`config.mk`:
```
export PLATFORM = sky130hd
export DESIGN_NAME = ultrasonic_candidate_pair_fusion_core_flat
export DESIGN_NICKNAME = d
export VERILOG_FILES = /design/src/sv/ucpf_pkg.sv /design/src/sv/ucpf_if.sv /design/src/sv/ultrasonic_candidate_pair_fusion_core.sv /design/src/sv/ucpf_div.sv /design/src/flat_wrapper.sv
export VERILOG_INCLUDE_DIRS = /design/src /design/src/sv
export SDC_FILE = /design/constraint.sdc
export NUM_CORES = 2
export LEC_CHECK = 0
export BUFFER_PORTS_ARGS = -buffer_cell sky130_fd_sc_hd__buf_2
export CAP_MARGIN = 10
export CORE_ASPECT_RATIO = 2
export CORE_MARGIN = 10
export CORE_UTILIZATION = 35
export DETAILED_ROUTE_END_ITERATION = 10
export PLACE_DENSITY = 0.49
export SLEW_MARGIN = 20
export SYNTH_ARGS = -nofsm -noshare
export SYNTH_HDL_FRONTEND = slang
export SYNTH_SLANG_ARGS = --single-unit
```
`constraint.sdc`:
```
create_clock -name clk -period 35.9 [get_ports clk]
set_input_delay 0 -clock clk [delete_from_list [all_inputs] [get_ports clk]]
set_output_delay 0 -clock clk [all_outputs]
set_load 0.03 [all_outputs]
```
`src/sv/ultrasonic_candidate_pair_fusion_core_assert.svh`:
```
// Assertion macros for the candidate pair fusion block.
// Expects clk and arst_n in the scope of the using module.
`ifndef ULTRASONIC_CANDIDATE_PAIR_FUSION_CORE_ASSERT_SVH
`define ULTRASONIC_CANDIDATE_PAIR_FUSION_CORE_ASSERT_SVH

// same-cycle implication
`define UCPF_ASSERT_NOW(lbl, ante, cons, msg) \
	lbl: assert property (@(posedge clk) disable iff (!arst_n) (ante) |-> (cons)) \
		else $error(msg);

// next-cycle implication
`define UCPF_ASSERT_NEXT(lbl, ante, cons, msg) \
	lbl: assert property (@(posedge clk) disable iff (!arst_n) (ante) |=> (cons)) \
		else $error(msg);

`endif

```
`src/sv/ucpf_pkg.sv`:
```
// Shared types and constants for the candidate pair fusion block.
// No dependencies.
package ucpf_pkg;

	typedef enum logic [3:0] {
		ST_IDLE, ST_MUL_A, ST_MUL_B, ST_ABSV, ST_SCORE, ST_CHECK,
		ST_VEL_A, ST_VEL_B, ST_VCHK, ST_DIV, ST_FINISH
	} state_t;

	localparam logic [1:0] STATUS_OK    = 2'd0;
	localparam logic [1:0] STATUS_SCORE = 2'd1;
	localparam logic [1:0] STATUS_SPEED = 2'd2;

	localparam logic       REG_MAX_SPEED = 1'b0;
	localparam logic       REG_INIT_REF  = 1'b1;

	localparam int         SW = 58;   // pair score width
	localparam logic [SW-1:0] SCORE_LIMIT = 58'd42949672960000;

	localparam int         DVW = 32;  // divider dividend width
	localparam int         QW  = 26;  // divider quotient width
	localparam int         MW  = 29;  // reciprocal width
	// ceil(2^35 / 125): exact floor division by 125 for any 32 bit dividend
	localparam logic [MW-1:0] DIV_MAGIC = 29'd274877907;
	localparam int         DIV_SHIFT = 35;
	// bias that keeps the dividend positive: 125 * 2^24
	localparam logic signed [32:0] DIV_BIAS = 33'sd2097152000;
	localparam logic signed [51:0] HALF_DIV = 52'sd16384000;
	localparam logic signed [38:0] QUOT_OFFSET = 39'sd16777216;

	typedef struct packed {
		logic           start;
		logic [DVW-1:0] dividend;
	} div_req_t;

	typedef struct packed {
		logic           done;
		logic [QW-1:0]  quotient;
	} div_rsp_t;

endpackage

```
`src/sv/ucpf_if.sv`:
```
// Valid/ready channel interfaces for candidate requests and fusion results.
// No dependencies.
interface ucpf_in_if;
	logic               valid;
	logic               ready;
	logic               path;
	logic [1:0]         slot;
	logic signed [31:0] sound_term;
	logic [15:0]        correction_factor;
	logic [31:0]        match_score;
	logic signed [31:0] velocity;
	logic               last;

	modport source(output valid, path, slot, sound_term, correction_factor,
		match_score, velocity, last, input ready);
	modport sink(input valid, path, slot, sound_term, correction_factor,
		match_score, velocity, last, output ready);
endinterface

interface ucpf_out_if;
	logic               valid;
	logic               ready;
	logic [1:0]         status;
	logic signed [31:0] velocity_first;
	logic signed [31:0] velocity_second;

	modport source(output valid, status, velocity_first, velocity_second, input ready);
	modport sink(input valid, status, velocity_first, velocity_second, output ready);
endinterface

```
`src/sv/ultrasonic_candidate_pair_fusion_core.sv`:
```
// Candidate pair fusion: stores candidates, scores all pairs on a last request.
// A non-last request is stored and the block stays idle. A last request runs each pair
// through MUL_A, MUL_B, ABSV and SCORE on the shared multiplier, then CHECK, VEL_A, VEL_B,
// VCHK, the reference divide in DIV and FINISH (a failed check skips to FINISH); ready in IDLE.
// Reset clears control state, restores registers to defaults; stores undefined.
// Depends on ucpf_pkg, ucpf_if, ucpf_div and the assertion macro header.
`include "ultrasonic_candidate_pair_fusion_core_assert.svh"
module ultrasonic_candidate_pair_fusion_core
	import ucpf_pkg::*;
#(
	parameter int CANDIDATES_PER_PATH = 3
) (
	input  logic        clk,
	input  logic        arst_n,
	input  logic        cfg_we,
	input  logic        cfg_index,
	input  logic [31:0] cfg_wdata,
	ucpf_in_if.sink     in_ch,
	ucpf_out_if.source  out_ch
);

	localparam int C     = CANDIDATES_PER_PATH;
	localparam int DEPTH = 2 * C;
	localparam int AW    = $clog2(DEPTH);
	localparam int IW    = (C > 1) ? $clog2(C) : 1;

	logic signed [31:0] sound_q [DEPTH];
	logic [15:0]        factor_q [DEPTH];
	logic [31:0]        score_q [DEPTH];
	logic signed [31:0] vel_q [DEPTH];

	logic [30:0]        max_speed_q;
	logic signed [31:0] ref_q;

	state_t st_q, st_d;

	logic [IW-1:0]      i_q, j_q, bi_q, bj_q;
	logic signed [48:0] a_q, b_q, va_q, vb_q;
	logic [50:0]        diff_q;
	logic signed [50:0] dev_q, dbest_q;
	logic [32:0]        msum_q;
	logic [SW-1:0]      best_q;
	logic [1:0]         status_q;
	logic signed [31:0] vf_q, vs_q;

	logic               out_valid_q;
	logic [1:0]         out_status_q;
	logic signed [31:0] out_vf_q, out_vs_q;

	div_req_t div_req;
	div_rsp_t div_rsp;

	logic               accept;
	logic [AW-1:0]      wr_addr, ai, aj, abi, abj;
	logic signed [31:0] mul_x;
	logic [15:0]        mul_f;
	logic signed [48:0] prod;
	logic signed [46:0] ref15;
	logic [SW-1:0]      s_now;
	logic [50:0]        dev_abs;
	logic [37:0]        m25;
	logic               pair_last;
	logic signed [44+5:0] lim;
	logic               v_bad;
	logic signed [51:0] dx;
	logic signed [32:0] dq;
	logic signed [38:0] nr;
	logic signed [49:0] va_r, vb_r;

	ucpf_div u_div (
		.clk    (clk),
		.arst_n (arst_n),
		.req    (div_req),
		.rsp    (div_rsp)
	);

	assign accept  = in_ch.valid && in_ch.ready;
	assign wr_addr = in_ch.path ? AW'(C) + AW'(in_ch.slot) : AW'(in_ch.slot);
	assign ai      = AW'(i_q);
	assign aj      = AW'(C) + AW'(j_q);
	assign abi     = AW'(bi_q);
	assign abj     = AW'(C) + AW'(bj_q);
	assign ref15   = 47'(ref_q) <<< 15;

	// shared multiplier operand selection
	always_comb begin
		mul_x = '0;
		mul_f = '0;
		unique case (st_q)
			ST_MUL_A: begin mul_x = sound_q[ai]; mul_f = factor_q[aj]; end
			ST_MUL_B: begin mul_x = sound_q[aj]; mul_f = factor_q[ai]; end
			ST_VEL_A: begin mul_x = vel_q[abi];  mul_f = factor_q[abj]; end
			ST_VEL_B: begin mul_x = vel_q[abj];  mul_f = factor_q[abi]; end
			default: ;
		endcase
	end
	assign prod = 49'(mul_x) * $signed({33'd0, mul_f});

	assign dev_abs   = dev_q[50] ? 51'(-dev_q) : 51'(dev_q);
	assign m25       = (38'(msum_q) << 4) + (38'(msum_q) << 3) + 38'(msum_q);
	assign s_now     = SW'(diff_q) + SW'(dev_abs) + (SW'(m25) << 18);
	assign pair_last = (i_q == IW'(C - 1)) && (j_q == IW'(C - 1));

	assign lim   = $signed({5'd0, max_speed_q, 14'd0});
	assign v_bad = (50'(va_q) > lim) || (50'(va_q) < -lim)
		|| (50'(vb_q) > lim) || (50'(vb_q) < -lim);
	assign va_r  = (50'(va_q) + 50'sd8192) >>> 14;
	assign vb_r  = (50'(vb_q) + 50'sd8192) >>> 14;

	// divide by 2^18 here, the divider takes the remaining factor of 125
	assign dx = 52'(dbest_q) + HALF_DIV;
	assign dq = 33'(dx >>> 18);
	assign div_req.start    = (st_q == ST_VCHK) && !v_bad;
	assign div_req.dividend = DVW'(dq + DIV_BIAS);
	assign nr = 39'(ref_q) + $signed({13'b0, div_rsp.quotient}) - QUOT_OFFSET;

	always_comb begin
		st_d = st_q;
		unique case (st_q)
			ST_IDLE:   if (accept && in_ch.last) st_d = ST_MUL_A;
			ST_MUL_A:  st_d = ST_MUL_B;
			ST_MUL_B:  st_d = ST_ABSV;
			ST_ABSV:   st_d = ST_SCORE;
			ST_SCORE:  st_d = pair_last ? ST_CHECK : ST_MUL_A;
			ST_CHECK:  st_d = (best_q > SCORE_LIMIT) ? ST_FINISH : ST_VEL_A;
			ST_VEL_A:  st_d = ST_VEL_B;
			ST_VEL_B:  st_d = ST_VCHK;
			ST_VCHK:   st_d = v_bad ? ST_FINISH : ST_DIV;
			ST_DIV:    if (div_rsp.done) st_d = ST_FINISH;
			ST_FINISH: if (!out_valid_q || out_ch.ready) st_d = ST_IDLE;
			default:   st_d = ST_IDLE;
		endcase
	end

	always_ff @(posedge clk or negedge arst_n) begin
		if (!arst_n) begin
			st_q        <= ST_IDLE;
			out_valid_q <= 1'b0;
			max_speed_q <= 31'd2621440;
			ref_q       <= '0;
		end else begin
			st_q <= st_d;
			if (st_q == ST_FINISH && (!out_valid_q || out_ch.ready)) out_valid_q <= 1'b1;
			else if (out_valid_q && out_ch.ready) out_valid_q <= 1'b0;
			if (st_q == ST_DIV && div_rsp.done) begin
				// saturate the new reference
				if (nr > 39'sd2147483647)       ref_q <= 32'sh7fffffff;
				else if (nr < -39'sd2147483648) ref_q <= 32'sh80000000;
				else                            ref_q <= 32'(nr);
			end
			if (cfg_we) begin
				unique case (cfg_index)
					REG_MAX_SPEED: max_speed_q <= cfg_wdata[30:0];
					REG_INIT_REF:  ref_q       <= cfg_wdata;
					default: ;
				endcase
			end
		end
	end

	always_ff @(posedge clk) begin
		if (accept && (32'(in_ch.slot) < C)) begin
			sound_q[wr_addr]  <= in_ch.sound_term;
			factor_q[wr_addr] <= in_ch.correction_factor;
			score_q[wr_addr]  <= in_ch.match_score;
			vel_q[wr_addr]    <= in_ch.velocity;
		end
		unique case (st_q)
			ST_IDLE: begin
				i_q <= '0;
				j_q <= '0;
			end
			ST_MUL_A: a_q <= prod;
			ST_MUL_B: b_q <= prod;
			ST_ABSV: begin
				diff_q <= (a_q >= b_q) ? 51'(a_q - b_q) << 1 : 51'(b_q - a_q) << 1;
				dev_q  <= 51'(a_q) + 51'(b_q) - 51'(ref15);
				msum_q <= 33'(score_q[ai]) + 33'(score_q[aj]);
			end
			ST_SCORE: begin
				// keep the first strict minimum
				if ((i_q == '0 && j_q == '0) || s_now < best_q) begin
					best_q  <= s_now;
					bi_q    <= i_q;
					bj_q    <= j_q;
					dbest_q <= dev_q;
				end
				if (j_q == IW'(C - 1)) begin
					j_q <= '0;
					i_q <= i_q + IW'(1);
				end else begin
					j_q <= j_q + IW'(1);
				end
			end
			ST_CHECK: begin
				status_q <= STATUS_SCORE;
				vf_q     <= '0;
				vs_q     <= '0;
			end
			ST_VEL_A: va_q <= prod;
			ST_VEL_B: vb_q <= prod;
			ST_VCHK: begin
				if (v_bad) begin
					status_q <= STATUS_SPEED;
				end else begin
					status_q <= STATUS_OK;
					vf_q     <= 32'(va_r);
					vs_q     <= 32'(vb_r);
				end
			end
			ST_FINISH: begin
				if (!out_valid_q || out_ch.ready) begin
					out_status_q <= status_q;
					out_vf_q     <= vf_q;
					out_vs_q     <= vs_q;
				end
			end
			default: ;
		endcase
	end

	assign in_ch.ready            = (st_q == ST_IDLE);
	assign out_ch.valid           = out_valid_q;
	assign out_ch.status          = out_status_q;
	assign out_ch.velocity_first  = out_vf_q;
	assign out_ch.velocity_second = out_vs_q;

	`UCPF_ASSERT_NEXT(a_last_starts, accept && in_ch.last, st_q == ST_MUL_A, "last request did not start evaluation")
	`UCPF_ASSERT_NOW(a_fail_zero, out_valid_q && out_status_q != STATUS_OK, out_vf_q == '0 && out_vs_q == '0, "failed result carries velocities")
	`UCPF_ASSERT_NOW(a_div_state, div_rsp.done, st_q == ST_DIV, "divider finished outside its wait state")

endmodule

```
`src/sv/ucpf_div.sv`:
```
// Divider by the constant 125 through a reciprocal multiply, with dividend and quotient registered.
// Depends on ucpf_pkg.
module ucpf_div
	import ucpf_pkg::*;
(
	input  logic     clk,
	input  logic     arst_n,
	input  div_req_t req,
	output div_rsp_t rsp
);

	localparam int PW = DVW + MW;

	logic [DVW-1:0] n_q;
	logic [QW-1:0]  quot_q;
	logic           busy_q;
	logic           done_q;
	logic [PW-1:0]  prod;

	assign prod = PW'(n_q) * PW'(DIV_MAGIC);

	always_ff @(posedge clk or negedge arst_n) begin
		if (!arst_n) begin
			busy_q <= 1'b0;
			done_q <= 1'b0;
		end else begin
			busy_q <= req.start;
			done_q <= busy_q;
		end
	end

	always_ff @(posedge clk) begin
		if (req.start) n_q <= req.dividend;
		if (busy_q) quot_q <= prod[DIV_SHIFT +: QW];
	end

	assign rsp.done     = done_q;
	assign rsp.quotient = quot_q;

endmodule
```
`src/flat_wrapper.sv`:
```
// flat-port wrapper written by rule: the top's interface ports become plain ports
module ultrasonic_candidate_pair_fusion_core_flat import ucpf_pkg::*;
#(
	parameter int CANDIDATES_PER_PATH = 3
)
  (clk, arst_n, cfg_we, cfg_index, cfg_wdata, in_ch_valid, in_ch_path, in_ch_slot, in_ch_sound_term, in_ch_correction_factor, in_ch_match_score, in_ch_velocity, in_ch_last, in_ch_ready, out_ch_valid, out_ch_status, out_ch_velocity_first, out_ch_velocity_second, out_ch_ready);
  ucpf_in_if in_ch_i ();
  ucpf_out_if out_ch_i ();
  input  logic clk;
  input  logic arst_n;
  input  logic cfg_we;
  input  logic cfg_index;
  input  logic [31:0] cfg_wdata;
  input wire logic [$bits(in_ch_i.valid)-1:0] in_ch_valid;
  input wire logic [$bits(in_ch_i.path)-1:0] in_ch_path;
  input wire logic [$bits(in_ch_i.slot)-1:0] in_ch_slot;
  input wire logic [$bits(in_ch_i.sound_term)-1:0] in_ch_sound_term;
  input wire logic [$bits(in_ch_i.correction_factor)-1:0] in_ch_correction_factor;
  input wire logic [$bits(in_ch_i.match_score)-1:0] in_ch_match_score;
  input wire logic [$bits(in_ch_i.velocity)-1:0] in_ch_velocity;
  input wire logic [$bits(in_ch_i.last)-1:0] in_ch_last;
  output wire logic [$bits(in_ch_i.ready)-1:0] in_ch_ready;
  output wire logic [$bits(out_ch_i.valid)-1:0] out_ch_valid;
  output wire logic [$bits(out_ch_i.status)-1:0] out_ch_status;
  output wire logic [$bits(out_ch_i.velocity_first)-1:0] out_ch_velocity_first;
  output wire logic [$bits(out_ch_i.velocity_second)-1:0] out_ch_velocity_second;
  input wire logic [$bits(out_ch_i.ready)-1:0] out_ch_ready;
  assign in_ch_i.valid = in_ch_valid;
  assign in_ch_i.path = in_ch_path;
  assign in_ch_i.slot = in_ch_slot;
  assign in_ch_i.sound_term = in_ch_sound_term;
  assign in_ch_i.correction_factor = in_ch_correction_factor;
  assign in_ch_i.match_score = in_ch_match_score;
  assign in_ch_i.velocity = in_ch_velocity;
  assign in_ch_i.last = in_ch_last;
  assign in_ch_ready = in_ch_i.ready;
  assign out_ch_valid = out_ch_i.valid;
  assign out_ch_status = out_ch_i.status;
  assign out_ch_velocity_first = out_ch_i.velocity_first;
  assign out_ch_velocity_second = out_ch_i.velocity_second;
  assign out_ch_i.ready = out_ch_ready;
  ultrasonic_candidate_pair_fusion_core #(.CANDIDATES_PER_PATH(CANDIDATES_PER_PATH)) u_core (.clk(clk), .arst_n(arst_n), .cfg_we(cfg_we), .cfg_index(cfg_index), .cfg_wdata(cfg_wdata), .in_ch(in_ch_i), .out_ch(out_ch_i));
endmodule
```
==> results_dict.tcl <==
set metrics [dict create \
    grt_pass1_vias 83100 \
    ys_warn_count 0 \
    cpPeakStageDelay_ns 0.64 \
    crit_path_top_delay_cell "buf_4" \
    cts-root-buf "clkbuf_16" \
    cp.arrival_ns 11.98 \
    cts_hold_buf 302 \
    placement.io_buffers 221 \
    crit_type "reg2reg" \
    synthesis.area_um2 109000 \
    drc 0 \
    ioPinCount 222 \
    avgSynthCellArea_um2 11.2 \
    antenna_found_initial 28 \
    rrSetupSlack_ns 24.37 \
    cts-buffers-inserted 144 \
    crit_path_start_kind "flop" \
    postRouteAntennaNets 0 \
    reg2reg_depth 42 \
    die_w_um 415 \
    final_cell_mix "1,500 x inv_1, 1,289 x edfxtp_1, 1,050 x ha_1, 857 x fa_1, 690 x nand2_1" \
    die_y_um 810 \
    finish.net_count 12300 \
    hold_viol 0 \
    max_cap_violations 0 \
    synth-xor-area-share_pct 3.83 \
    drt-pass1-iter-count 6 \
    synth-seq-area-share_pct 37.1 \
    synth-seq-cells 1363 \
    fin_crit_sh_pct 32.1 \
    first_iter_violations 4168 \
    hold_depth 2 \
    synth_cell_type_count 83 \
    rsz0062_at_grt "no" \
    reg2reg_from "u_core.dev_q[0]" \
    synth_compound_area_share_pct 9.45 \
    clkTransAtPathRegs_ns 0.08 \
    max_freq_ghz 0.0868 \
    place_congestion 0.935 \
    dp.cells 13900 \
    cts.htree.levels 4 \
    crit_end "u_core.best_q[19]" \
    synth_edf_count 1289 \
    synth_top_family_by_area "adder cells" \
    wire_per_inst_um 24.4 \
    cts.repair.resized 0 \
    fin_crit_ns 11.53 \
    cp-end-kind "flop" \
    start_util_pct 35.1 \
    gr-total-overflow 0 \
    final-setup-viol-count 0 \
    synth.mux.area_fraction_pct 6.74 \
    slew_viol_final 0 \
    grtUsageTotal_pct 20.6 \
    rr_endpoint "u_core.best_q[19]" \
    final.setup.tns_ns 0 \
    synth_fa_ha_area_share_pct 27.8 \
    cts_tree "yes" \
    hpwl_mm 274 \
    vias 75800 \
    syn_nets 11800 \
    grt_max_degree 113 \
    cp_max_fo 50 \
    crit_path_start "u_core.dev_q[0]" \
    async_flop_share_pct 5.14 \
    synth_cells 9717 \
    insertion_delay_ns 0.87 \
    die_area_um2 336000 \
    wirelength_mm 352 \
    skew_ns 0.0773 \
    row_count 290 \
    synth_simple_gate_area_share_pct 8.86 \
    post-cts-setup-buffers 0 \
    hp-class "in2reg" \
    final_common_cell "inv_1" \
    clock_sinks 1363 \
    tightest_slew_ns 1.21 \
    stdcell_count 14400 \
    yosys_most_used_dff "edfxtp_1" \
    relSlewSlack_pct 18.8 \
    critPathRequiredTime_ns 36.35 \
    core_area_um2 311000 \
    outcome "completed" \
    drive_above_1_share_pct 8.96 \
    clock_path_buffers 4 \
    vias_per_cell 5.25 \
    grt_pass1_wl_mm 526 \
    area_growth_pct 13.0 \
]
[cells in the mapped netlist (all sizes together), types with 46 or more instances]
library cell / count / area [µm²]
inv: 1506 / 5650
edfxtp: 1289 / 38700
ha: 1053 / 13200
fa: 857 / 17200
nand2: 692 / 2600
nor2: 652 / 2450
a21oi: 524 / 2620
o21ai: 382 / 1920
xnor2: 327 / 2860
mux4: 256 / 5770
clkbuf: 250 / 940
a21o: 236 / 1770
mux2i: 152 / 1520
xor2: 151 / 1320
nor2b: 126 / 788
nand3: 114 / 571
nand4: 99 / 619
nand2b: 90 / 563
nor3: 87 / 452
a221oi: 80 / 701
o21bai: 70 / 526
dfrtp: 68 / 1700
o21a: 65 / 488
and3: 54 / 338
nor4: 53 / 332
buf: 46 / 174
[critical path: cells and delay by family, from the launching register on]
family                     cells  cell delay [ns]
AOI/OAI and AO/OA             21             5.07
and+or+nand+nor               11             2.57
buffers and inverters          3             1.24
adders and majority gates      4             1.13
xor gates and xnor gates       3             0.59
DFF                            1             0.46
[state kept, by name, indices dropped and copies added, names as in the netlist, 31 cells and up, named ones only]
| signal | count |
|---|---|
| u_core.vs_q | 32 |
| u_core.max_speed_q | 31 |
| u_core.ref_q | 32 |
| u_core.b_q | 49 |
| u_core.dbest_q | 34 |
| u_core.u_div.n_q | 32 |
| u_core.best_q | 56 |
| u_core.vf_q | 32 |
| u_core.msum_q | 33 |
| u_core.vel_q | 192 |
| u_core.score_q | 192 |
| u_core.a_q | 49 |
| u_core.va_q | 49 |
| u_core.vb_q | 49 |
| u_core.diff_q | 49 |
| u_core.out_ch.velocity_first | 32 |
| u_core.factor_q | 96 |
| u_core.sound_q | 192 |
| u_core.out_ch.velocity_second | 32 |
| u_core.dev_q | 51 |
[layout make-up]
type / instances / area [µm²]
flip-flops and latches: 1363 / 40600
diodes: 23 / 57.6
well taps: 4088 / 5110
fillers: 30300 / 188000
multi-input cells: 6547 / 62100
clock buffers: 157 / 3700
inverters: 1511 / 5680
repair buffers: 653 / 5170
clock inverters: 95 / 978
[through the flow]
step                setup slack (ns)  util, %  cell area, µm²  hold slack (ns)
global route                   23.59     39.6          123000           0.0605
detailed placement             24.45     37.1          116000          -0.0487
floorplan                      22.32        -          109000           -0.296
CTS                            24.43     39.6          123000          0.00403
global placement               24.55     37.1          116000          -0.0463
finish                         24.37     39.6          123000           0.0424
[layer usage]
layer | global-route usage, % | up-vias | share of wire (%)
met5 | 0 | - | 0.026
met4 | 12.2 | 14 | 6.9
met3 | 2.01 | 683 | 3.1
met2 | 40.4 | 1756 | 55
met1 | 20.8 | 38600 | 35
li1 | - | 34800 | -
[logic make-up after synthesis]
kind of cell	after synthesis
adder cells (fa/ha/maj)	1910
AND/OR/NAND/NOR	2101
AO/OA/AOI/OAI	1644
XOR/XNOR	478
multiplexers	414
flip-flops	1363
buffers and inverters	1807
[worst min path at each step]
stage | startpoint | end | slack, ns
after floorplan | arst_n | u_core.max_speed_q[0] | -0.30
after CTS | in_ch_velocity[17] | u_core.vel_q[3][17] | 0.004
after detailed placement | arst_n | u_core.u_div.done_q | -0.05
after global routing | cfg_wdata[18] | u_core.max_speed_q[18] | 0.06
final | in_ch_velocity[13] | u_core.vel_q[4][13] | 0.04
after global placement | arst_n | u_core.u_div.done_q | -0.05
Power is left out: the tool's default activity adds up to more than one toggle a clock period on the data nets, which glitch-free logic cannot reach.
